$ cat config.mk
export PLATFORM = sky130hd
export DESIGN_NAME = flipped_row_pair_detector_top
export DESIGN_NICKNAME = d
export VERILOG_FILES = /design/src/sv/frpd_pkg.sv /design/src/sv/frpd_cell.sv /design/src/sv/flipped_row_pair_detector_top.sv
export SDC_FILE = /design/constraint.sdc
export NUM_CORES = 2
export LEC_CHECK = 0
export ABC_AREA = 1
export BUFFER_PORTS_ARGS = -buffer_cell sky130_fd_sc_hd__buf_2
export CORE_MARGIN = 4
export CORE_UTILIZATION = 45
export CTS_CLUSTER_SIZE = 40
export DETAILED_ROUTE_END_ITERATION = 10
export PLACE_DENSITY_LB_ADDON = 0.08
export SYNTH_ARGS = -nofsm -noshare
export SYNTH_HDL_FRONTEND = slang
export SYNTH_HIERARCHICAL = 1
export SYNTH_SLANG_ARGS = --single-unit
$ cat constraint.sdc
create_clock -name aclk -period 95.3 [get_ports aclk]
set_clock_uncertainty 0.15 [all_clocks]
set_input_delay 28.59 -clock aclk [delete_from_list [all_inputs] [get_ports aclk]]
set_output_delay 28.59 -clock aclk [all_outputs]
set_load 0.005 [all_outputs]
$ cat src/sv/frpd_pkg.sv
// Shared widths and types for the flipped row pair detector.
`default_nettype none

package frpd_pkg;

    // Width of the row field on the input stream.
    localparam int unsigned ROW_BITS_W = 32;
    // Width of the flip factor register.
    localparam int unsigned FLIP_W = 5;
    // Width of the packed result data (duplicate and overflow, padded to a byte).
    localparam int unsigned M_DATA_W = 8;

    // Per-cell control sent from the top level to each storage cell.
    typedef struct packed {
        logic shift_en;   // Store the incoming row and pass the held row on.
        logic compare_en; // The cell holds a current-table row and the flip index is in the row.
    } cell_ctl_t;

endpackage

`default_nettype wire

$ cat src/sv/frpd_cell.sv
// One storage cell of the row chain, with its own comparator.
`default_nettype none

module frpd_cell #(
    parameter int unsigned ROW_W = 32
) (
    input  wire logic              aclk,
    input  wire frpd_pkg::cell_ctl_t ctl,
    input  wire logic [ROW_W-1:0]  row_in,
    input  wire logic [ROW_W-1:0]  target,
    output logic      [ROW_W-1:0]  row_out,
    output logic                   match
);
    import frpd_pkg::*;

    logic [ROW_W-1:0] row_reg;

    // The stored row moves one cell along whenever a new row is stored.
    always_ff @(posedge aclk) begin
        if (ctl.shift_en) begin
            row_reg <= row_in;
        end
    end

    assign row_out = row_reg;
    assign match   = ctl.compare_en && (row_reg == target);

endmodule

`default_nettype wire

$ cat src/sv/flipped_row_pair_detector_top.sv
// Top level of the flipped row pair detector: row chain, flags and result register.
`default_nettype none

// Channel   | Direction | Payload
// ----------+-----------+-------------------------------------------------------
// s_        | in        | tdata[31:0] row_bits, tlast last_row
// m_        | out       | tdata[0] duplicate, tdata[1] overflow, tlast last_result
// cfg_wr_   | in        | data[4:0] flip_factor
//
// A row transaction is answered in the cycle after it is accepted; a new row can be
// accepted in every cycle, the limit being the single compare against all cells.
// The result sits in an output register, so the input keeps flowing while that
// register is empty or is being emptied in the same cycle.
// Reset clears the fill count, the flags, the flip factor and the output valid;
// the row cells hold undefined data until they are written and are never read
// before that because each cell compares only when it lies below the fill count.

module flipped_row_pair_detector_top #(
    parameter int unsigned FACTORS  = 32,
    parameter int unsigned MAX_ROWS = 64
) (
    input  wire logic                             aclk,
    input  wire logic                             aresetn,
    // Configuration write port for flip_factor.
    input  wire logic                             cfg_wr_en,
    input  wire logic [frpd_pkg::FLIP_W-1:0]      cfg_wr_data,
    // Row input stream.
    input  wire logic                             s_tvalid,
    output logic                                  s_tready,
    input  wire logic [frpd_pkg::ROW_BITS_W-1:0]  s_tdata,   // [31:0] row_bits
    input  wire logic                             s_tlast,   // last_row
    // Result output stream.
    output logic                                  m_tvalid,
    input  wire logic                             m_tready,
    output logic      [frpd_pkg::M_DATA_W-1:0]    m_tdata,   // [0] duplicate, [1] overflow
    output logic                                  m_tlast    // last_result
);
    import frpd_pkg::*;

    // Rows are held at the factor count; bits above it are dropped on entry.
    localparam int unsigned ROW_W = (FACTORS < ROW_BITS_W) ? FACTORS : ROW_BITS_W;
    localparam int unsigned CNT_W = $clog2(MAX_ROWS + 1);

    logic [FLIP_W-1:0]   flip_factor_reg;
    logic [CNT_W-1:0]    row_count_reg, row_count_next;
    logic                found_flag_reg, found_flag_next;
    logic                overflow_flag_reg, overflow_flag_next;
    logic                m_tvalid_reg;
    logic [M_DATA_W-1:0] m_tdata_reg;
    logic                m_tlast_reg;

    logic                s_accept;
    logic                store_full;
    logic [ROW_W-1:0]    row_in;
    logic [ROW_W-1:0]    flip_mask;
    logic                flip_in_row;
    logic [ROW_W-1:0]    target;
    logic [MAX_ROWS-1:0] match_vec;
    logic [ROW_W-1:0]    cell_row [0:MAX_ROWS-1];

    assign s_tready   = !m_tvalid_reg || m_tready;
    assign s_accept   = s_tvalid && s_tready;
    assign store_full = (row_count_reg == CNT_W'(MAX_ROWS));

    assign row_in = s_tdata[ROW_W-1:0];

    // A flip index that lies outside the row can never produce a match.
    assign flip_in_row = (32'(flip_factor_reg) < FACTORS);
    assign flip_mask   = flip_in_row ? (ROW_W'(1) << flip_factor_reg) : '0;
    assign target      = row_in ^ flip_mask;

    // The newest row enters cell zero and older rows move one cell further on,
    // so cell k holds the row that came k+1 stores ago in this table.
    for (genvar k = 0; k < MAX_ROWS; k++) begin : g_cell
        cell_ctl_t        ctl;
        logic [ROW_W-1:0] chain_in;

        if (k == 0) begin : g_head
            assign chain_in = row_in;
        end else begin : g_body
            assign chain_in = cell_row[k-1];
        end

        assign ctl.shift_en   = s_accept && !store_full;
        assign ctl.compare_en = flip_in_row && (CNT_W'(k) < row_count_reg);

        frpd_cell #(
            .ROW_W (ROW_W)
        ) u_cell (
            .aclk    (aclk),
            .ctl     (ctl),
            .row_in  (chain_in),
            .target  (target),
            .row_out (cell_row[k]),
            .match   (match_vec[k])
        );
    end

    // The result reflects this row's compare; the flags then return to zero at
    // the end of a table.
    assign found_flag_next    = found_flag_reg || (|match_vec);
    assign overflow_flag_next = overflow_flag_reg || store_full;
    assign row_count_next     = store_full ? row_count_reg : row_count_reg + CNT_W'(1);

    always_ff @(posedge aclk) begin
        if (!aresetn) begin
            flip_factor_reg   <= '0;
            row_count_reg     <= '0;
            found_flag_reg    <= 1'b0;
            overflow_flag_reg <= 1'b0;
            m_tvalid_reg      <= 1'b0;
        end else begin
            if (cfg_wr_en) begin
                flip_factor_reg <= cfg_wr_data;
            end
            if (s_accept) begin
                if (s_tlast) begin
                    row_count_reg     <= '0;
                    found_flag_reg    <= 1'b0;
                    overflow_flag_reg <= 1'b0;
                end else begin
                    row_count_reg     <= row_count_next;
                    found_flag_reg    <= found_flag_next;
                    overflow_flag_reg <= overflow_flag_next;
                end
                m_tvalid_reg <= 1'b1;
            end else if (m_tready) begin
                m_tvalid_reg <= 1'b0;
            end
        end
    end

    // Result payload; it needs no reset because valid guards it.
    always_ff @(posedge aclk) begin
        if (s_accept) begin
            m_tdata_reg <= {(M_DATA_W - 2)'(0), overflow_flag_next, found_flag_next};
            m_tlast_reg <= s_tlast;
        end
    end

    assign m_tvalid = m_tvalid_reg;
    assign m_tdata  = m_tdata_reg;
    assign m_tlast  = m_tlast_reg;

    // The fill count never passes the number of cells.
    a_count_bound: assert property (@(posedge aclk) disable iff (!aresetn)
        row_count_reg <= CNT_W'(MAX_ROWS))
        else $error("row count beyond store capacity");

    // The end of a table clears the count and both flags.
    a_table_clear: assert property (@(posedge aclk) disable iff (!aresetn)
        s_accept && s_tlast |=>
            (row_count_reg == '0) && !found_flag_reg && !overflow_flag_reg)
        else $error("table state not cleared after last row");

    // A stored row that does not close the table advances the count by exactly one.
    a_count_step: assert property (@(posedge aclk) disable iff (!aresetn)
        s_accept && !s_tlast && !store_full |=>
            row_count_reg == $past(row_count_reg) + CNT_W'(1))
        else $error("row count did not advance");

    // Overflow is reported only when the store was already full or flagged.
    a_overflow_cause: assert property (@(posedge aclk) disable iff (!aresetn)
        s_accept |=> !m_tdata[1] || $past(store_full) || $past(overflow_flag_reg))
        else $error("overflow reported without a full store");

endmodule

`default_nettype wire

Yosys cells after proc, flatten, opt, wreduce, memory -nomap -nowiden
Cells that the tools add are included.
{"block": "word_totals", "reg_bits": 2066, "word_cells": 284}
{"block": "classes", "n_addsub": 1, "n_lt_le_gt_ge": 64, "n_eq_ne": 66, "n_shift": 1, "muxes": 6, "n_bitwise": 1, "reduce_logical": 74}
{"operator": "$eq 32x32->1", "n": 64}
{"operator": "$lt 6x7->1 const A", "n": 32}
{"operator": "$lt 5x7->1 const A", "n": 16}
{"operator": "$logic_and 1x1->1", "n": 66}
{"operator": "$reduce_or 64->1", "n": 1}
{"operator": "$lt 4x7->1 const A", "n": 8}
{"operator": "$shl 1x5->32 const A", "n": 1}
{"operator": "$xor 32x32->32", "n": 1}
{"operator": "$lt 3x7->1 const A", "n": 4}
{"operator": "$lt 1x7->1 const A", "n": 2}
{"operator": "$lt 2x7->1 const A", "n": 2}
{"operator": "$mux 7", "n": 2}
{"operator": "$add 7x1->7 const B", "n": 1}
{"operator": "$eq 7x7->1 const B", "n": 1}
{"operator": "$mux 1", "n": 4}
{"operator": "$logic_or 1x1->1", "n": 3}
{"operator": "$logic_not 1->1", "n": 2}
{"operator": "$ne 2x2->1 const B", "n": 1}
{"operator": "$reduce_and 2->1", "n": 1}
{"operator": "$reduce_bool 2->1", "n": 1}

Logic depth before layout (Yosys ltp)
{"block": "logic_depth", "word_depth": 7, "ltp_mapped": 21, "ltp_nobuf": 21}

Modules after synthesis
The synthesis kept the hierarchy.
{"mod": "frpd_cell", "n_inst": 64, "cells_each": 170, "area_per_inst_um2": 1541.5}
{"mod": "flipped_row_pair_detector_top", "n_inst": 1, "cells_each": 355, "area_per_inst_um2": 2132.0}

Worst setup path before layout
No wires, ideal clock.
{"block": "synth_path", "kind": "input port to output port", "from": "in m_tready", "to": "out s_tready", "arrival_ns": 28.693, "setup_slack_ns": 37.867, "cell_stages": 2, "n_path_buf": 0, "path_cell_list": "inv_1 -> nand2_1"}
{"block": "synth_between", "elab_chain_cells": 1}
{"element": "start, declared", "line": "flipped_row_pair_detector_top.sv:34", "rtl": "input wire logic m_tready,"}
{"element": "$logic_or 1x1->1", "line": "flipped_row_pair_detector_top.sv:61", "rtl": "assign s_tready = !m_tvalid_reg || m_tready;"}
{"element": "end, declared", "line": "flipped_row_pair_detector_top.sv:29", "rtl": "output logic s_tready,"}
Every way passes these cells.

Final worst setup path
Ends and elaborated chain as after synthesis.

==> flow_summary.json <==
{
  "drt_iter0_drc": 4739,
  "multi_input_area_sq_um": 29600,
  "drive_gt1_share_pct": 7.58,
  "clk_pin_slew_ns": 0.06,
  "ant_nets": 0,
  "fin_hold_ws_ns": 0.286,
  "place_ws_ns": 37.63,
  "n_fill_cell": 20200,
  "r2r_cells": 9,
  "hp-start": "g_cell[44].u_cell/row_out[9]$_DFFE_PP_",
  "dp_cells": 14300,
  "syn2layout_area_growth_pct": 12.1,
  "grt_pass1_vias": 67600,
  "min_path_type": "reg2reg",
  "dp_hpwl_um": 164000,
  "finalNetCount": 11600,
  "fmax_mhz": 17.3,
  "status": "completed",
  "first_pass_iters": 6,
  "clk_latency_ns": 0.85,
  "required_ns": 66.56,
  "setup.worst_path.end_class": "output pin",
  "largest_reg_flops": 2048,
  "total_power_mw": 2.16,
  "powerDensity_nw_per_um2": 19.1,
  "pin_count": 54,
  "core.rowCount": 173,
  "crit_path_start_kind": "primary input",
  "cts.sinks": 2066,
  "cts_buffer_depth": 3,
  "post_cts_resized": 0,
  "die-area_sq_um": 232000,
  "tightest_slew_ns": 1.19,
  "crit_path_max_fanout": 3,
  "initial_core_util_pct": 45.3,
  "grt_start_max_net_pins": 198,
  "async_flop_share_pct": 0,
  "layout.cells.non_filler": 14800,
  "fin_crit_sh_pct": 60.5,
  "r2r_slack_ns": 89.24,
  "portBuffers": 47,
  "r2r_start": "row_count_reg[0]$_SDFFE_PN0P_",
  "mostFrequentLayoutCells": "nand2_1, inv_1, edfxtp_1, nor2_1, o21ai_1",
  "yosys_most_used_dff": "edfxtp_1",
  "synth-edff-count": 2051,
  "cts_hold_buffers": 0,
  "yosysWarnings": 6,
  "seq_area_frac_synth_pct": 61.4,
  "syn_inst": 11200,
  "r2r_end": "g_cell[20].u_cell/row_out[18]$_DFFE_PP_",
  "slew_viol_final": 0,
  "synth_seq_cells": 2066,
  "clock_tree.root_cell": "clkbuf_16",
  "crit_type": "in2out",
  "grt_util_all_layers_pct": 21.4,
  "max_cap_viol_count": 0,
  "numCtsBuffers": 226,
  "synth_area_sq_um": 101000,
  "hold_path_depth": 0,
  "setup_ws_ns": 37.62,
  "totalWireLength_um": 248000,
  "hold_path_end": "g_cell[45].u_cell/row_out[9]$_DFFE_PP_",
  "synthTopCellsByArea": "edfxtp_1, nand2_1, inv_1",
  "relSlewSlack_pct": 20.8,
  "rsz0062_at_grt": "no",
  "ys_types": 36,
  "crit_arrival_ns": 28.94,
  "post_drt_wl_per_cell_um": 16.8,
  "postCtsSetupBuffers": 0,
  "num_vias": 69300,
  "cts_tree": "done",
  "power_leakage_nw": 52.4,
  "finalHoldViolCount": 0,
  "synth.largest_area_cell": "edfxtp_1",
  "synth_top_cell_area_share_pct": 61.1,
  "gp_congestion": 0.821,
  "overflow": 0,
  "htreeDepth": 4,
  "core-area_sq_um": 223000,
  "grt_pass1_wl_um": 391000,
  "regArea_sq_um": 61900,
  "drc": 0,
  "die_height_um": 481,
  "fin_crit_ns": 57.68,
  "via_per_inst": 4.69,
  "antenna_found_initial": 4,
  "setup_viol": 0,
  "die_w_um": 481,
  "vdd_drop_max_uv": 16.2,
  "syn_area_per_cell_sq_um": 8.97,
  "layout_commonest_cell": "nand2_1",
  "tns_ns": 0
}
## final cells by class
class / instances / share of cell area (%)
flip-flops and latches: 2066 / 54.8
multi-input cells: 6617 / 26.2
inverters: 2538 / 8.44
clock buffers: 298 / 5.41
well taps: 2975 / 3.29
clock inverters: 128 / 0.980
repair buffers: 139 / 0.963
diodes: 2 / 0.00443
## metrics by stage
step | area [sq um] | utilization [%]
floorplan | 101000 | -
global placement | 106000 | 47.6
detailed placement | 106000 | 47.6
CTS | 113000 | 50.8
global route | 113000 | 50.8
finish | 113000 | 50.8
## cell usage after synthesis (2+ instances only)
library cell	instances
nand2_4	2
xnor2_1	346
nand2_2	66
o21ai_0	96
xor2_1	199
a21oi_1	36
o21ai_1	385
nor3_2	2
clkinv_1	2
inv_2	260
buf_4	6
nor2_1	1217
ha_1	2
o211ai_1	65
dfxtp_1	15
buf_6	3
buf_2	7
nor3_1	130
nor2_2	67
nand3_1	154
clkbuf_1	2
nor2_4	2
nand4_1	7
inv_1	2274
nand2_1	3829
edfxtp_1	2051
## where the power goes
| group | internal, mW | leakage [nW] | switching (mW) |
|---|---|---|---|
| Clock | 0.495 | 3.53 | 0.368 |
| Combinational | 0.0651 | 30.2 | 0.142 |
| Sequential | 1.06 | 18.6 | 0.0341 |
## logic make-up (layout without fill, tap and decap cells)
logic type | after synthesis | after routing | share of synthesized area, %
and+or+nand+nor | 5481 | 5481 | 21.2
buffers and inverters | 2557 | 3103 | 9.58
DFF | 2066 | 2066 | 61.4
AOI/OAI and AO/OA | 583 | 583 | 3.06
xor gates and xnor gates | 545 | 545 | 4.74
adders and majority gates | 2 | 2 | 0.0248
other | 1 | 8 | 0.00372
## metal layers
layer	global-route usage, %	part of all wire (%)	vias up
met5	0	0	-
met2	38.4	51	1249
met3	3.14	3.9	440
li1	-	-	35200
met1	26.6	42	32400
met4	6.75	3.1	0
## worst max-delay path by stage
stage / slack, ns / end / cells after the start / from
after global placement: 37.60 / s_tready / 4 / m_tready
after floorplan: 37.87 / s_tready / 2 / m_tready
final: 37.62 / s_tready / 4 / m_tready
after CTS: 37.63 / s_tready / 4 / m_tready
after global routing: 37.61 / s_tready / 4 / m_tready
after detailed placement: 37.63 / s_tready / 4 / m_tready
## critical path, stage by stage
cell	delay [ns]
buf_2	0.10
inv_1	0.04
nand2_1	0.07
buf_2	0.14
No activity file was read; power rests on OpenSTA's default activity.
